==> src/rtl/core/ttok_pkg.sv <==
// Package for the toy language tokenizer: token codes, scanner modes,
// result and queue entry types, and the keyword match function.
// No dependencies.
package ttok_pkg;

    localparam int MAX_WORD = 16;
    localparam int BUF_N    = 8;
    localparam int BUF_W    = $clog2(BUF_N);
    localparam int Q_DEPTH  = 4;
    localparam int Q_AW     = $clog2(Q_DEPTH);
    localparam int N_RES    = 3;

    localparam logic [4:0] K_PROGRAM = 5'd0;
    localparam logic [4:0] K_PRINT   = 5'd1;
    localparam logic [4:0] K_INTKW   = 5'd2;
    localparam logic [4:0] K_END     = 5'd3;
    localparam logic [4:0] K_FLOAT   = 5'd4;
    localparam logic [4:0] K_BOOLKW  = 5'd5;
    localparam logic [4:0] K_ELSE    = 5'd6;
    localparam logic [4:0] K_IF      = 5'd7;
    localparam logic [4:0] K_THEN    = 5'd8;
    localparam logic [4:0] K_IDENT   = 5'd9;
    localparam logic [4:0] K_INT     = 5'd10;
    localparam logic [4:0] K_REAL    = 5'd11;
    localparam logic [4:0] K_STR     = 5'd12;
    localparam logic [4:0] K_BOOL    = 5'd13;
    localparam logic [4:0] K_PLUS    = 5'd14;
    localparam logic [4:0] K_MINUS   = 5'd15;
    localparam logic [4:0] K_MULT    = 5'd16;
    localparam logic [4:0] K_DIV     = 5'd17;
    localparam logic [4:0] K_ASSOP   = 5'd18;
    localparam logic [4:0] K_EQUAL   = 5'd19;
    localparam logic [4:0] K_GTHAN   = 5'd20;
    localparam logic [4:0] K_LTHAN   = 5'd21;
    localparam logic [4:0] K_AND     = 5'd22;
    localparam logic [4:0] K_OR      = 5'd23;
    localparam logic [4:0] K_NOT     = 5'd24;
    localparam logic [4:0] K_COMMA   = 5'd25;
    localparam logic [4:0] K_LPAREN  = 5'd26;
    localparam logic [4:0] K_RPAREN  = 5'd27;
    localparam logic [4:0] K_SEMI    = 5'd28;
    localparam logic [4:0] K_ERR     = 5'd29;
    localparam logic [4:0] K_DONE    = 5'd30;

    typedef enum logic [6:0] {
        M_START = 7'b0000001,
        M_ID    = 7'b0000010,
        M_INT   = 7'b0000100,
        M_REAL  = 7'b0001000,
        M_STR   = 7'b0010000,
        M_LCOM  = 7'b0100000,
        M_BCOM  = 7'b1000000
    } t_mode;

    typedef struct packed {
        logic [4:0]  kind;
        logic [15:0] line;
        logic [7:0]  len;
    } t_res;

    typedef struct packed {
        logic [1:0]             cnt;
        t_res [N_RES-1:0]       res;
    } t_entry;

    typedef struct packed {
        logic [63:0] text;
        logic [7:0]  len;
        logic [4:0]  kind;
    } t_kw;

    localparam int N_KW = 11;
    localparam t_kw KW_TAB [N_KW] = '{
        '{{"PROGRAM", 8'h00}, 8'd7, K_PROGRAM},
        '{{"PRINT", 24'h0},   8'd5, K_PRINT},
        '{{"INT", 40'h0},     8'd3, K_INTKW},
        '{{"END", 40'h0},     8'd3, K_END},
        '{{"FLOAT", 24'h0},   8'd5, K_FLOAT},
        '{{"BOOL", 32'h0},    8'd4, K_BOOLKW},
        '{{"ELSE", 32'h0},    8'd4, K_ELSE},
        '{{"IF", 48'h0},      8'd2, K_IF},
        '{{"THEN", 32'h0},    8'd4, K_THEN},
        '{{"TRUE", 32'h0},    8'd4, K_BOOL},
        '{{"FALSE", 24'h0},   8'd5, K_BOOL}
    };

    function automatic t_res mk_res(logic [4:0] kind, logic [15:0] line, logic [7:0] len);
        t_res r;
        r.kind = kind;
        r.line = line;
        r.len  = len;
        return r;
    endfunction

    function automatic logic [4:0] kw_class(logic [7:0] buf_q [BUF_N], logic [7:0] len);
        logic [63:0] word;
        logic [63:0] mask;
        logic [4:0]  kind;
        word = '0;
        kind = K_IDENT;
        for (int j = 0; j < 8; j++) begin
            word[63-8*j -: 8] = buf_q[j];
        end
        for (int i = N_KW - 1; i >= 0; i--) begin
            mask = 64'hFFFF_FFFF_FFFF_FFFF << (8 * (8 - int'(KW_TAB[i].len)));
            if (len == KW_TAB[i].len && (word & mask) == KW_TAB[i].text) begin
                kind = KW_TAB[i].kind;
            end
        end
        return kind;
    endfunction

endpackage

==> src/rtl/core/ttok_if.sv <==
// Channel interfaces of the tokenizer: character words in, token words out.
// Depends on nothing.
interface ttok_in_if;
    logic       valid;
    logic       ready;
    logic [7:0] ch;
    logic [7:0] ahead;
    logic       final_char;
    modport source (output valid, ch, ahead, final_char, input ready);
    modport sink   (input valid, ch, ahead, final_char, output ready);
endinterface

interface ttok_out_if;
    logic        valid;
    logic        ready;
    logic [4:0]  token_kind;
    logic [15:0] line_number;
    logic [7:0]  token_length;
    logic        last_of_run;
    modport source (output valid, token_kind, line_number, token_length, last_of_run,
                    input ready);
    modport sink   (input valid, token_kind, line_number, token_length, last_of_run,
                    output ready);
endinterface

==> src/rtl/core/ttok_front.sv <==
// Scanner front end: accepts one character word per cycle while the queue
// is not full, advances the scanner state and packs the tokens it finishes
// into one queue entry. Depends on ttok_pkg and ttok_if.
module ttok_front
    import ttok_pkg::*;
(
    input  logic         i_clk,
    input  logic         i_rst_n,
    ttok_in_if.sink      i_in,
    input  logic         i_full,
    output logic         o_push,
    output t_entry       o_entry
);

    t_mode       r_mode, n_mode;
    logic [7:0]  r_buf [BUF_N];
    logic [7:0]  n_buf [BUF_N];
    logic [7:0]  r_len, n_len;
    logic [15:0] r_line, n_line;
    logic        r_skip, n_skip;

    logic        acc;
    logic [7:0]  c, nx;
    logic        fin, has_nx;
    logic        do_start;
    logic [1:0]  ne;
    t_res [N_RES-1:0] e_res;
    logic        c_digit, c_alpha, c_space, c_delim, nx_digit;
    logic [7:0]  c_up;

    assign i_in.ready = !i_full;
    assign acc        = i_in.valid && !i_full;
    assign c          = i_in.ch;
    assign nx         = i_in.ahead;
    assign fin        = i_in.final_char;
    assign has_nx     = !fin;
    assign c_digit    = c >= "0" && c <= "9";
    assign nx_digit   = nx >= "0" && nx <= "9";
    assign c_alpha    = (c >= "A" && c <= "Z") || (c >= "a" && c <= "z");
    assign c_space    = c == " " || (c >= 8'd9 && c <= 8'd13);
    assign c_delim    = c == " " || c == 8'h0A || c == "*" || c == "+" || c == "-" ||
                        c == "=" || c == "/" || c == "," || c == ")" || c == ";";
    assign c_up       = (c >= "a" && c <= "z") ? c - 8'd32 : c;

    always_comb begin
        n_mode   = r_mode;
        n_buf    = r_buf;
        n_len    = r_len;
        n_line   = r_line;
        n_skip   = r_skip;
        do_start = 1'b0;
        ne       = 2'd0;
        e_res    = '0;

        if (r_skip) begin
            n_skip = 1'b0;
        end else begin
            case (r_mode)
                M_ID: begin
                    if (c_alpha || c_digit || c == "@" || c == "_") begin
                        if (r_len < 8'(MAX_WORD) && r_len < 8'(BUF_N)) begin
                            n_buf[r_len[BUF_W-1:0]] = c_up;
                        end
                        if (r_len != 8'hFF) n_len = r_len + 8'd1;
                    end else begin
                        e_res[ne] = mk_res(kw_class(r_buf, r_len), r_line, r_len);
                        ne = ne + 2'd1;
                        do_start = 1'b1;
                    end
                end
                M_INT, M_REAL: begin
                    if (c_digit) begin
                        if (r_len != 8'hFF) n_len = r_len + 8'd1;
                    end else if (r_mode == M_INT && c == "." && has_nx && nx_digit) begin
                        if (r_len != 8'hFF) n_len = r_len + 8'd1;
                        n_mode = M_REAL;
                    end else if (c_delim || (r_mode == M_INT && (c_alpha || c == "_"))) begin
                        e_res[ne] = mk_res((r_mode == M_INT) ? K_INT : K_REAL, r_line, r_len);
                        ne = ne + 2'd1;
                        do_start = 1'b1;
                    end else begin
                        e_res[ne] = mk_res(K_ERR, r_line,
                                           (r_len != 8'hFF) ? r_len + 8'd1 : r_len);
                        ne = ne + 2'd1;
                        n_mode = M_START;
                        n_len  = '0;
                    end
                end
                M_STR: begin
                    if (c == 8'h0A) begin
                        e_res[ne] = mk_res(K_ERR, r_line, r_len);
                        ne = ne + 2'd1;
                        if (r_line != 16'hFFFF) n_line = r_line + 16'd1;
                        n_mode = M_START;
                        n_len  = '0;
                    end else begin
                        if (r_len != 8'hFF) n_len = r_len + 8'd1;
                        if (c == "\"") begin
                            e_res[ne] = mk_res(K_STR, r_line, n_len);
                            ne = ne + 2'd1;
                            n_mode = M_START;
                            n_len  = '0;
                        end
                    end
                end
                M_LCOM: begin
                    if (c == 8'h0A) begin
                        if (r_line != 16'hFFFF) n_line = r_line + 16'd1;
                        n_mode = M_START;
                    end
                end
                M_BCOM: begin
                    if (r_len != 8'hFF) n_len = r_len + 8'd1;
                    if (c == "*" && has_nx && nx == "/") begin
                        n_skip = 1'b1;
                        n_mode = M_START;
                        n_len  = '0;
                    end else if (c == 8'h0A) begin
                        if (r_line != 16'hFFFF) n_line = r_line + 16'd1;
                    end
                end
                default: begin
                    do_start = 1'b1;
                end
            endcase
        end

        // A character that ends a token is scanned again in start mode.
        if (do_start) begin
            n_mode = M_START;
            n_len  = '0;
            if (c == 8'h0A) begin
                if (r_line != 16'hFFFF) n_line = r_line + 16'd1;
            end else if (c_space) begin
                n_len = '0;
            end else if (c_alpha || c == "_") begin
                n_buf[0] = c_up;
                n_len    = 8'd1;
                n_mode   = M_ID;
            end else if (c_digit) begin
                n_len  = 8'd1;
                n_mode = M_INT;
            end else if (c == "\"") begin
                n_len  = 8'd1;
                n_mode = M_STR;
            end else if (c == "/" && has_nx && nx == "/") begin
                n_mode = M_LCOM;
                n_skip = 1'b1;
            end else if (c == "/" && has_nx && nx == "*") begin
                n_len  = 8'd2;
                n_mode = M_BCOM;
                n_skip = 1'b1;
            end else if (c == "=" && has_nx && nx == "=") begin
                n_skip = 1'b1;
                e_res[ne] = mk_res(K_EQUAL, n_line, 8'd2);
                ne = ne + 2'd1;
            end else if (c == "&" && has_nx && nx == "&") begin
                n_skip = 1'b1;
                e_res[ne] = mk_res(K_AND, n_line, 8'd2);
                ne = ne + 2'd1;
            end else if (c == "|" && has_nx && nx == "|") begin
                n_skip = 1'b1;
                e_res[ne] = mk_res(K_OR, n_line, 8'd2);
                ne = ne + 2'd1;
            end else begin
                case (c)
                    "+":     e_res[ne] = mk_res(K_PLUS, n_line, 8'd1);
                    "-":     e_res[ne] = mk_res(K_MINUS, n_line, 8'd1);
                    "*":     e_res[ne] = mk_res(K_MULT, n_line, 8'd1);
                    "/":     e_res[ne] = mk_res(K_DIV, n_line, 8'd1);
                    "=":     e_res[ne] = mk_res(K_ASSOP, n_line, 8'd1);
                    ">":     e_res[ne] = mk_res(K_GTHAN, n_line, 8'd1);
                    "<":     e_res[ne] = mk_res(K_LTHAN, n_line, 8'd1);
                    "!":     e_res[ne] = mk_res(K_NOT, n_line, 8'd1);
                    ",":     e_res[ne] = mk_res(K_COMMA, n_line, 8'd1);
                    "(":     e_res[ne] = mk_res(K_LPAREN, n_line, 8'd1);
                    ")":     e_res[ne] = mk_res(K_RPAREN, n_line, 8'd1);
                    ";":     e_res[ne] = mk_res(K_SEMI, n_line, 8'd1);
                    default: e_res[ne] = mk_res(K_ERR, n_line, 8'd1);
                endcase
                ne = ne + 2'd1;
            end
        end

        // The end of the stream closes any open token and then reports DONE.
        // An entry holds at most three words, so a fourth one is dropped.
        if (fin) begin
            case (n_mode)
                M_ID: begin
                    e_res[ne] = mk_res(kw_class(n_buf, n_len), n_line, n_len);
                    ne = ne + 2'd1;
                end
                M_INT: begin
                    e_res[ne] = mk_res(K_INT, n_line, n_len);
                    ne = ne + 2'd1;
                end
                M_REAL: begin
                    e_res[ne] = mk_res(K_REAL, n_line, n_len);
                    ne = ne + 2'd1;
                end
                M_STR, M_BCOM: begin
                    e_res[ne] = mk_res(K_ERR, n_line, n_len);
                    ne = ne + 2'd1;
                end
                default: begin
                    n_len = n_len;
                end
            endcase
            n_mode = M_START;
            n_len  = '0;
            n_skip = 1'b0;
            if (ne != 2'd3) begin
                e_res[ne] = mk_res(K_DONE, n_line, 8'd0);
                ne = ne + 2'd1;
            end
        end
    end

    always_ff @(posedge i_clk) begin
        if (!i_rst_n) begin
            r_mode <= M_START;
            r_len  <= '0;
            r_line <= '0;
            r_skip <= 1'b0;
        end else if (acc) begin
            r_mode <= n_mode;
            r_len  <= n_len;
            r_line <= n_line;
            r_skip <= n_skip;
        end
    end

    always_ff @(posedge i_clk) begin
        if (acc) begin
            r_buf <= n_buf;
        end
    end

    assign o_push      = acc && ne != 2'd0;
    assign o_entry.cnt = ne;
    assign o_entry.res = e_res;

endmodule

==> src/rtl/core/ttok_queue.sv <==
// Short entry queue between the scanner and the token output stage.
// Depends on ttok_pkg.
module ttok_queue
    import ttok_pkg::*;
(
    input  logic    i_clk,
    input  logic    i_rst_n,
    input  logic    i_push,
    input  t_entry  i_entry,
    input  logic    i_pop,
    output logic    o_full,
    output logic    o_empty,
    output t_entry  o_head
);

    t_entry          r_mem [Q_DEPTH];
    logic [Q_AW-1:0] r_wp, r_rp;
    logic [Q_AW:0]   r_cnt;

    assign o_full  = r_cnt == (Q_AW+1)'(Q_DEPTH);
    assign o_empty = r_cnt == '0;
    assign o_head  = r_mem[r_rp];

    always_ff @(posedge i_clk) begin
        if (!i_rst_n) begin
            r_wp  <= '0;
            r_rp  <= '0;
            r_cnt <= '0;
        end else begin
            if (i_push) r_wp <= r_wp + 1'b1;
            if (i_pop)  r_rp <= r_rp + 1'b1;
            if (i_push && !i_pop)      r_cnt <= r_cnt + 1'b1;
            else if (i_pop && !i_push) r_cnt <= r_cnt - 1'b1;
        end
    end

    always_ff @(posedge i_clk) begin
        if (i_push) r_mem[r_wp] <= i_entry;
    end

endmodule

==> src/rtl/core/ttok_back.sv <==
// Output stage: sends the tokens of the queue head entry one word per cycle
// while ready; marks each entry's last token. Uses ttok_pkg and ttok_if.
module ttok_back
    import ttok_pkg::*;
(
    input  logic         i_clk,
    input  logic         i_rst_n,
    input  logic         i_empty,
    input  t_entry       i_head,
    output logic         o_pop,
    ttok_out_if.source   o_out
);

    logic [1:0] r_sub;
    logic       last;
    t_res       cur;

    assign cur   = i_head.res[r_sub];
    assign last  = r_sub == i_head.cnt - 2'd1;
    assign o_pop = o_out.valid && o_out.ready && last;

    assign o_out.valid        = !i_empty;
    assign o_out.token_kind   = cur.kind;
    assign o_out.line_number  = cur.line;
    assign o_out.token_length = cur.len;
    assign o_out.last_of_run  = last;

    always_ff @(posedge i_clk) begin
        if (!i_rst_n) begin
            r_sub <= '0;
        end else if (o_out.valid && o_out.ready) begin
            r_sub <= last ? 2'd0 : r_sub + 2'd1;
        end
    end

endmodule

==> src/rtl/core/toy_language_tokenizer.sv <==
// Top level of the toy language tokenizer: scanner, entry queue and output
// stage. Depends on ttok_pkg, ttok_if, ttok_front, ttok_queue and ttok_back.
//
// The tokenizer takes one source character word per cycle when its queue
// has room, so a stream is scanned at one byte per cycle; all scanner state
// and the keyword match update in the cycle a character is taken. Each
// character yields up to three token words, which leave a four-entry queue
// one per cycle while the receiver is ready; the sustained rate is one
// character per cycle if characters yield at most one token each on
// average. A token word is output in the cycle after its character is
// taken at earliest. After the last character a DONE word ends the stream.
module toy_language_tokenizer
    import ttok_pkg::*;
(
    input  logic        i_clk,
    input  logic        i_rst_n,
    ttok_in_if.sink     i_in,
    ttok_out_if.source  o_out
);

    logic   push, pop, full, empty;
    t_entry entry, head;

    ttok_front u_front (
        .i_clk   (i_clk),
        .i_rst_n (i_rst_n),
        .i_in    (i_in),
        .i_full  (full),
        .o_push  (push),
        .o_entry (entry)
    );

    ttok_queue u_queue (
        .i_clk   (i_clk),
        .i_rst_n (i_rst_n),
        .i_push  (push),
        .i_entry (entry),
        .i_pop   (pop),
        .o_full  (full),
        .o_empty (empty),
        .o_head  (head)
    );

    ttok_back u_back (
        .i_clk   (i_clk),
        .i_rst_n (i_rst_n),
        .i_empty (empty),
        .i_head  (head),
        .o_pop   (pop),
        .o_out   (o_out)
    );

endmodule

==> src/flat_wrapper.sv <==
// flat-port wrapper written by rule: the top's interface ports become plain ports
module toy_language_tokenizer_flat import ttok_pkg::*;
  (i_clk, i_rst_n, i_in_valid, i_in_ch, i_in_ahead, i_in_final_char, i_in_ready, o_out_valid, o_out_token_kind, o_out_line_number, o_out_token_length, o_out_last_of_run, o_out_ready);
  ttok_in_if i_in_i ();
  ttok_out_if o_out_i ();
  input  logic i_clk;
  input  logic i_rst_n;
  input wire logic [$bits(i_in_i.valid)-1:0] i_in_valid;
  input wire logic [$bits(i_in_i.ch)-1:0] i_in_ch;
  input wire logic [$bits(i_in_i.ahead)-1:0] i_in_ahead;
  input wire logic [$bits(i_in_i.final_char)-1:0] i_in_final_char;
  output wire logic [$bits(i_in_i.ready)-1:0] i_in_ready;
  output wire logic [$bits(o_out_i.valid)-1:0] o_out_valid;
  output wire logic [$bits(o_out_i.token_kind)-1:0] o_out_token_kind;
  output wire logic [$bits(o_out_i.line_number)-1:0] o_out_line_number;
  output wire logic [$bits(o_out_i.token_length)-1:0] o_out_token_length;
  output wire logic [$bits(o_out_i.last_of_run)-1:0] o_out_last_of_run;
  input wire logic [$bits(o_out_i.ready)-1:0] o_out_ready;
  assign i_in_i.valid = i_in_valid;
  assign i_in_i.ch = i_in_ch;
  assign i_in_i.ahead = i_in_ahead;
  assign i_in_i.final_char = i_in_final_char;
  assign i_in_ready = i_in_i.ready;
  assign o_out_valid = o_out_i.valid;
  assign o_out_token_kind = o_out_i.token_kind;
  assign o_out_line_number = o_out_i.line_number;
  assign o_out_token_length = o_out_i.token_length;
  assign o_out_last_of_run = o_out_i.last_of_run;
  assign o_out_i.ready = o_out_ready;
  toy_language_tokenizer u_core (.i_clk(i_clk), .i_rst_n(i_rst_n), .i_in(i_in_i), .o_out(o_out_i));
endmodule
==> config.mk <==
export PLATFORM = sky130hd
export DESIGN_NAME = toy_language_tokenizer_flat
export DESIGN_NICKNAME = d
export VERILOG_FILES = /design/src/rtl/core/ttok_pkg.sv /design/src/rtl/core/ttok_if.sv /design/src/rtl/core/ttok_front.sv /design/src/rtl/core/ttok_queue.sv /design/src/rtl/core/ttok_back.sv /design/src/rtl/core/toy_language_tokenizer.sv /design/src/flat_wrapper.sv
export SDC_FILE = /design/constraint.sdc
export NUM_CORES = 1
export LEC_CHECK = 0
export BUFFER_PORTS_ARGS = -buffer_cell sky130_fd_sc_hd__clkbuf_2
export CAP_MARGIN = 20
export CORE_UTILIZATION = 63
export DETAILED_ROUTE_END_ITERATION = 7
export GPL_ROUTABILITY_DRIVEN = 1
export PLACE_DENSITY = 0.86
export SYNTH_ARGS = -nofsm -noshare
export SYNTH_HDL_FRONTEND = slang
export SYNTH_SLANG_ARGS = --single-unit
==> constraint.sdc <==
create_clock -name i_clk -period 7.7 [get_ports i_clk]
set_clock_uncertainty 0.05 [all_clocks]
set_input_delay 0.77 -clock i_clk [delete_from_list [all_inputs] [get_ports i_clk]]
set_output_delay 0.77 -clock i_clk [all_outputs]
set_load 0.05 [all_outputs]
==> flow_summary.ini, run 1 <==
[critical_path]
path_delay_family = compound AO/OA/AOI/OAI gates
crit_slowest_cell = o31ai_2
critPathBufInv = 2
path_class = in -> reg
critPathMaxStageDelay_ns = 0.80
cp_cell_sequence = clkbuf_2, or2_2, o21ai_1, o211a_1, o31ai_2, a21oi_2, buf_4, nor3b_2, mux2_2, ha_1, and3b_1, o31ai_1, mux2_2, o21a_1, nor2_1, a221oi_1
crit_fanout = 32
end_kind = register
cp.arrival_ns = 6.39
crit_top_cell = mux2_2
critPathRequiredTime_ns = 7.96
critPathLaunchType = primary input

[timing]
hold_viol = 0
setup_tns_ns = 0
rsz0062_at_grt = no
slew_headroom_pct = 26.38
finalSetupViolCount = 0
drv_slew = 0
tightestPinTransition_ns = 1.096
period_share_pct = 79.54
layout_min_cycle_time_ns = 6.124
fmax_mhz = 163.3

[global_route]
grt_use_total_pct = 36.08
grt_overflow_total = 0
antenna_found_initial = 0
grt_max_degree = 69
grt_pass1_wl_mm = 104.8
grt_pass1_vias = 17324

[drt]
drc = 0
drt_iter0_markers = 2728
wl_mm = 69.93
wl_per_cell_um = 27.01
dr.pass1.iters = 6
vias = 18174
vias_per_cell = 7.020
detail-route-antenna-nets = 0

[floorplanning]
die_x_um = 197.7
fp.dieArea_um2 = 39070
initial_core_util_pct = 64.03
io-pin-count = 53
core-area_um2 = 37670
rows = 71
die_y_um = 197.7

[pwr]
p_per_area_nw_per_um2 = 276.6
leakagePower_nw = 8.638
ir_worst_vdd_mv = 0.2716

[synth]
post_synth_num_cell_types = 102
yosysMostFrequentCell = edfxtp_1
synth_area_leader_cell = edfxtp_1
yosysTopAreaCellShare_pct = 51.29
synthesis.area_um2 = 24120
synth_cells = 2051
syn-num-nets = 2090
avgSynthCellArea_um2 = 11.76
netlist_top_cells_count = edfxtp_1 (412), nand2_1 (191), nor2_1 (161)
ys.flop_type = edfxtp_1
synthArstFlopShare_pct = 0
synth_edf_count = 412
ys_seq_area_share_pct = 54.86
synth_warnings = 0
synthTopCellsByArea = edfxtp_1 (51%), mux4_2 (8.3%), dfxtp_1 (3.6%)
synth-seq-cells = 455

[final_layout]
stdcell_count = 2589
nets = 2080
fillers = 2610
final-seq-area_um2 = 13240
multiInputGateArea_um2 = 10080
area_growth_pct = 8.451
antennaDiodeCount = 0
drive_gt1_share_pct = 14.68

[placement]
io_buffers = 52
hpwlAfterDp_mm = 46.89
dp_cells = 2505
gp_congestion = 1.017

[clocking]
htreeDepth = 2
cts-resized-gates = 0
clock_sinks = 455
post_cts_buffers = 0
cts_inserted_buffers = 45
cts_hold_buf = 0
clk_pin_slew_ns = 0.06
root_buffer = clkbuf_16
clockBufferDepth = 3
cts_tree = built
clk-insertion-delay-late_ns = 0.59

[flow_run]
cap_violations = 0

[run_status]
status = complete, no violations

[min_path]
hp-class = reg -> reg
[cell type report]
class	count	share of cell area (%)
tap	511	2.444
timing repair buffer	83	2.076
clock inverter	22	0.7079
sequential	455	50.62
clock buffer	62	4.625
inverter	68	0.9758
multi-input combinational	1388	38.55
[sequential cells by signal (all words and copies together) (netlist names), named ones only]
signal                 flops
u_core.u_queue.r_mem     356
u_core.u_front.r_line     16
u_core.u_front.r_skip      1
u_core.u_queue.r_cnt       3
u_core.u_queue.r_wp        2
u_core.u_queue.r_rp        2
u_core.u_front.r_mode      7
u_core.u_front.r_buf      56
u_core.u_back.r_sub        2
u_core.u_front.r_len       8
[metrics by stage]
stage                     instance area (um^2)  total power [mW]  utilization (%)  hold WS (ns)  setup slack (ns)
after global routing                     26160             7.471            69.45        0.5444             1.276
after detailed placement                 24760             5.143            65.74        0.4796             1.216
after floorplan                          24120             4.596                -        0.4230            0.9604
after global placement                   24760             5.066            65.74        0.4454             1.535
final                                    26160             7.235            69.45        0.4916             1.576
after CTS                                26160             7.237            69.45        0.4984             1.742
[worst register-to-register path, delay by kind of cell (launching register included)]
| family | cells | cell delay (ns) |
|---|---|---|
| compound gates | 5 | 1.96 |
| simple gates | 5 | 1.49 |
| mux | 2 | 1.10 |
| flops | 1 | 0.44 |
| fa+ha+maj | 1 | 0.37 |
| buf+inv | 1 | 0.28 |
[worst paths after layout]
check	slack, ns	startpoint	to	cells after the start
setup / recovery	1.58	i_in_ch[3]	u_core.u_queue.r_mem[2][38]	16
hold / removal	0.49	u_core.u_queue.r_cnt[2]	u_core.u_queue.r_cnt[2]	2
setup reg to reg	1.74	u_core.u_front.r_mode[6]	u_core.u_queue.r_mem[2][38]	14
hold reg to reg	0.49	u_core.u_queue.r_cnt[2]	u_core.u_queue.r_cnt[2]	2
[cells by family after synthesis]
| family | share of synthesized area, % |
|---|---|
| and+or+nand+nor | 15.34 |
| DFF | 54.86 |
| AOI/OAI and AO/OA | 12.34 |
| buffers and inverters | 3.393 |
| muxes | 11.68 |
| xor gates and xnor gates | 1.416 |
| adders and majority gates | 0.9649 |
[cell usage in the layout (no fill, tap or decap), drive strengths merged, types with 10 or more instances in the layout]
master,instances
a211oi,13
mux4,89
inv,70
o211a,10
o211ai,17
dfxtp,43
a21oi,98
a221oi,12
mux2i,55
nand3,66
ha,17
edfxtp,412
nand2,191
clkinv,15
and3,25
a31oi,18
a22oi,17
clkbuf,114
or3,18
nor3b,13
o22ai,44
and2,32
mux2,23
buf,31
nor2b,34
nor4,21
nand4,17
nor2,161
nor3,45
xnor2,20
o21ai,122
nand2b,24
nor4b,13
or2,10
xor2,19
[metal layers]
layer / routed length, um / track usage (%) / share of wire, %
met3: 8228 / 8.400 / 12
met2: 32420 / 55.56 / 46
met1: 27600 / 51.51 / 39
met5: 0 / 0 / 0
met4: 1681 / 10.22 / 2.4
[report_power, final]
part	total (mW)	internal, mW	switching [mW]
Combinational	1.89	0.603	1.29
Clock	2.10	1.18	0.927
Sequential	3.24	3.06	0.182
Total	7.24	4.84	2.40
(Power assumes the default switching activity.)
==> run 2: changes to the inputs <==
- clock period: 7.7 -> 5.9 ns (I/O delays scaled with it)
==> run 2 against run 1 <==
Final cell count increased by 1.5%; critical path type is now reg -> reg; sequential power is 30% higher; die area is the same; hold slack got worse by 0.021 ns; clock power increased by 39%; critical endpoint is now u_core.u_queue.r_mem[1][6]; cell area up 1.6%; first-iteration DRC count decreased by 1.8%; register-to-register slack got worse by 1.3 ns; sequential share of layout area shrank 0.82 points; core utilization is 1.1 points higher; combinational power rose by 36%; wire length rose by 4.6%.
==> flow_summary.ini, run 2 (synthesis results as in run 1) <==
[run_status]
status = complete, no violations

[placement]
io_buffers = 52
hpwlAfterDp_mm = 48.19
gp_congestion = 1.027
placed_area_um2 = 25100
dp_cells = 2546
dpl_worst_slack_ns = 0.4879

[floorplanning]
core-area_um2 = 37670
die_y_um = 197.7
fp.dieArea_um2 = 39070
die_x_um = 197.7
io-pin-count = 53
rows = 71
initial_core_util_pct = 64.03

[min_path]
hp-class = reg -> reg

[global_route]
grt_pass1_vias = 17667
grt_max_degree = 72
grt_overflow_total = 0
antenna_found_initial = 0
grt_use_total_pct = 37.71
grt_pass1_wl_mm = 109.6

[clocking]
cts_inserted_buffers = 46
cts_hold_buf = 0
cts_tree = built
clk_pin_slew_ns = 0.07
root_buffer = clkbuf_16
clk-insertion-delay-late_ns = 0.61
clock_sinks = 455
cts-resized-gates = 0
post_cts_buffers = 0
htreeDepth = 2
clockBufferDepth = 3

[pwr]
swShare_pct = 33.50
clkPwrFrac_pct = 30.0
ir_worst_vdd_mv = 0.3193
intPower_mw = 6.443
p_per_area_nw_per_um2 = 364.4
total_power_mw = 9.690
pwr-share-seq_pct = 43.5
leakagePower_nw = 8.893
comb_power_share_pct = 26.5
power.switching_mw = 3.246

[timing]
hold_viol = 0
drv_slew = 0
layout_setup_ws_ns = 0.4281
slew_headroom_pct = 26.80
fmax_mhz = 182.8
tightestPinTransition_ns = 1.098
period_share_pct = 92.74
layout_min_cycle_time_ns = 5.472
setup_tns_ns = 0
finalSetupViolCount = 0
rsz0062_at_grt = no
hold_slack_ns = 0.4701

[final_layout]
final_area_um2 = 26590
largest_reg_flops = 356
antennaDiodeCount = 0
fillers = 2589
layout_commonest_cell = edfxtp_1
drive_gt1_share_pct = 16.62
reg_top3 = u_core.u_queue.r_mem: 356 flops, u_core.u_front.r_buf: 56 flops, u_core.u_front.r_line: 16 flops
final_cell_mix = edfxtp_1 (412), nand2_1 (191), nor2_1 (161), o21ai_0 (114), a21oi_1 (95)
area_growth_pct = 10.23
nets = 2123
stdcell_count = 2629
final_util_pct = 70.59
top_register = u_core.u_queue.r_mem

[critical_path]
timing.rr.start = u_core.u_front.r_mode[6]
r2r_cells = 15
end_kind = register
r2r-end = u_core.u_queue.r_mem[1][6]
crit_fanout = 21
critPathRequiredTime_ns = 6.16
cp_cell_sequence = nor4_4, nand4_1, nor3_2, buf_4, nor2_1, buf_4, o31ai_1, inv_1, ha_1, mux2_2, ha_1, and2_1, o311a_1, nand2b_4, o32ai_1
cp-endpoint = u_core.u_queue.r_mem[1][6]
regToRegSetupSlack_ns = 0.43
cp.arrival_ns = 5.73
critPathLaunch = u_core.u_front.r_mode[6]
critPathMaxStageDelay_ns = 0.68
path_class = reg -> reg
critPathLaunchType = register
crit_slowest_cell = o32ai_1

[drt]
vias_per_cell = 7.130
vias = 18746
drc = 0
wl_mm = 73.15
drt_iter0_markers = 2680
detail-route-antenna-nets = 0
dr.pass1.iters = 6
wl_per_cell_um = 27.83

[flow_run]
cap_violations = 0
## run 2: routing by layer
| layer | vias up | part of all wire (%) | track usage (%) |
|---|---|---|---|
| li1 | 7935 | - | - |
| met1 | 9097 | 39 | 53.00 |
| met2 | 1462 | 46 | 57.67 |
| met3 | 252 | 12 | 8.588 |
| met4 | 0 | 4.0 | 13.84 |
| met5 | - | 0 | 0 |
## run 2: how the worst min path moves through the flow
stage,slack (ns),end,depth (start not counted),start
3_5_place_dp,0.46,u_core.u_queue.r_cnt[2],2,u_core.u_queue.r_cnt[2]
4_1_cts,0.44,u_core.u_back.r_sub[0],4,o_out_ready
5_1_grt,0.48,register,4,o_out_ready
6_report,0.47,u_core.u_queue.r_cnt[2],2,u_core.u_queue.r_cnt[2]
3_3_place_gp,0.44,u_core.u_queue.r_cnt[2],2,u_core.u_queue.r_cnt[2]
2_1_floorplan,0.42,u_core.u_queue.r_cnt[2],2,u_core.u_queue.r_cnt[2]
## run 2: area by class of cell
| class | count | area (um^2) | area share [%] |
|---|---|---|---|
| sequential | 455 | 13240 | 49.80 |
| multi-input combinational | 1388 | 10080 | 37.93 |
| clock buffer | 60 | 1234 | 4.640 |
| timing repair buffer | 125 | 880.8 | 3.313 |
| tap | 511 | 639.4 | 2.405 |
| inverter | 68 | 255.2 | 0.9600 |
| clock inverter | 22 | 252.7 | 0.9506 |
## run 2: power groups by stage
| stage | registers, mW | logic (mW) | clock network [mW] |
|---|---|---|---|
| 2_1_floorplan | 4.16 | 1.83 | 0 |
| 5_1_grt | 4.24 | 2.70 | 3.03 |
| 3_3_place_gp | 4.21 | 2.42 | 0 |
| 4_1_cts | 4.20 | 2.54 | 2.92 |
| 3_5_place_dp | 4.25 | 2.48 | 0 |
| 6_report | 4.21 | 2.57 | 2.91 |
## run 2: worst max-delay path: cells and delay by family (launching register included)
kind | cells | cell delay [ns]
compound gates | 3 | 1.57
fa+ha+maj | 2 | 0.70
buf+inv | 3 | 0.45
flops | 1 | 0.45
mux | 1 | 0.35
simple gates | 6 | 1.60
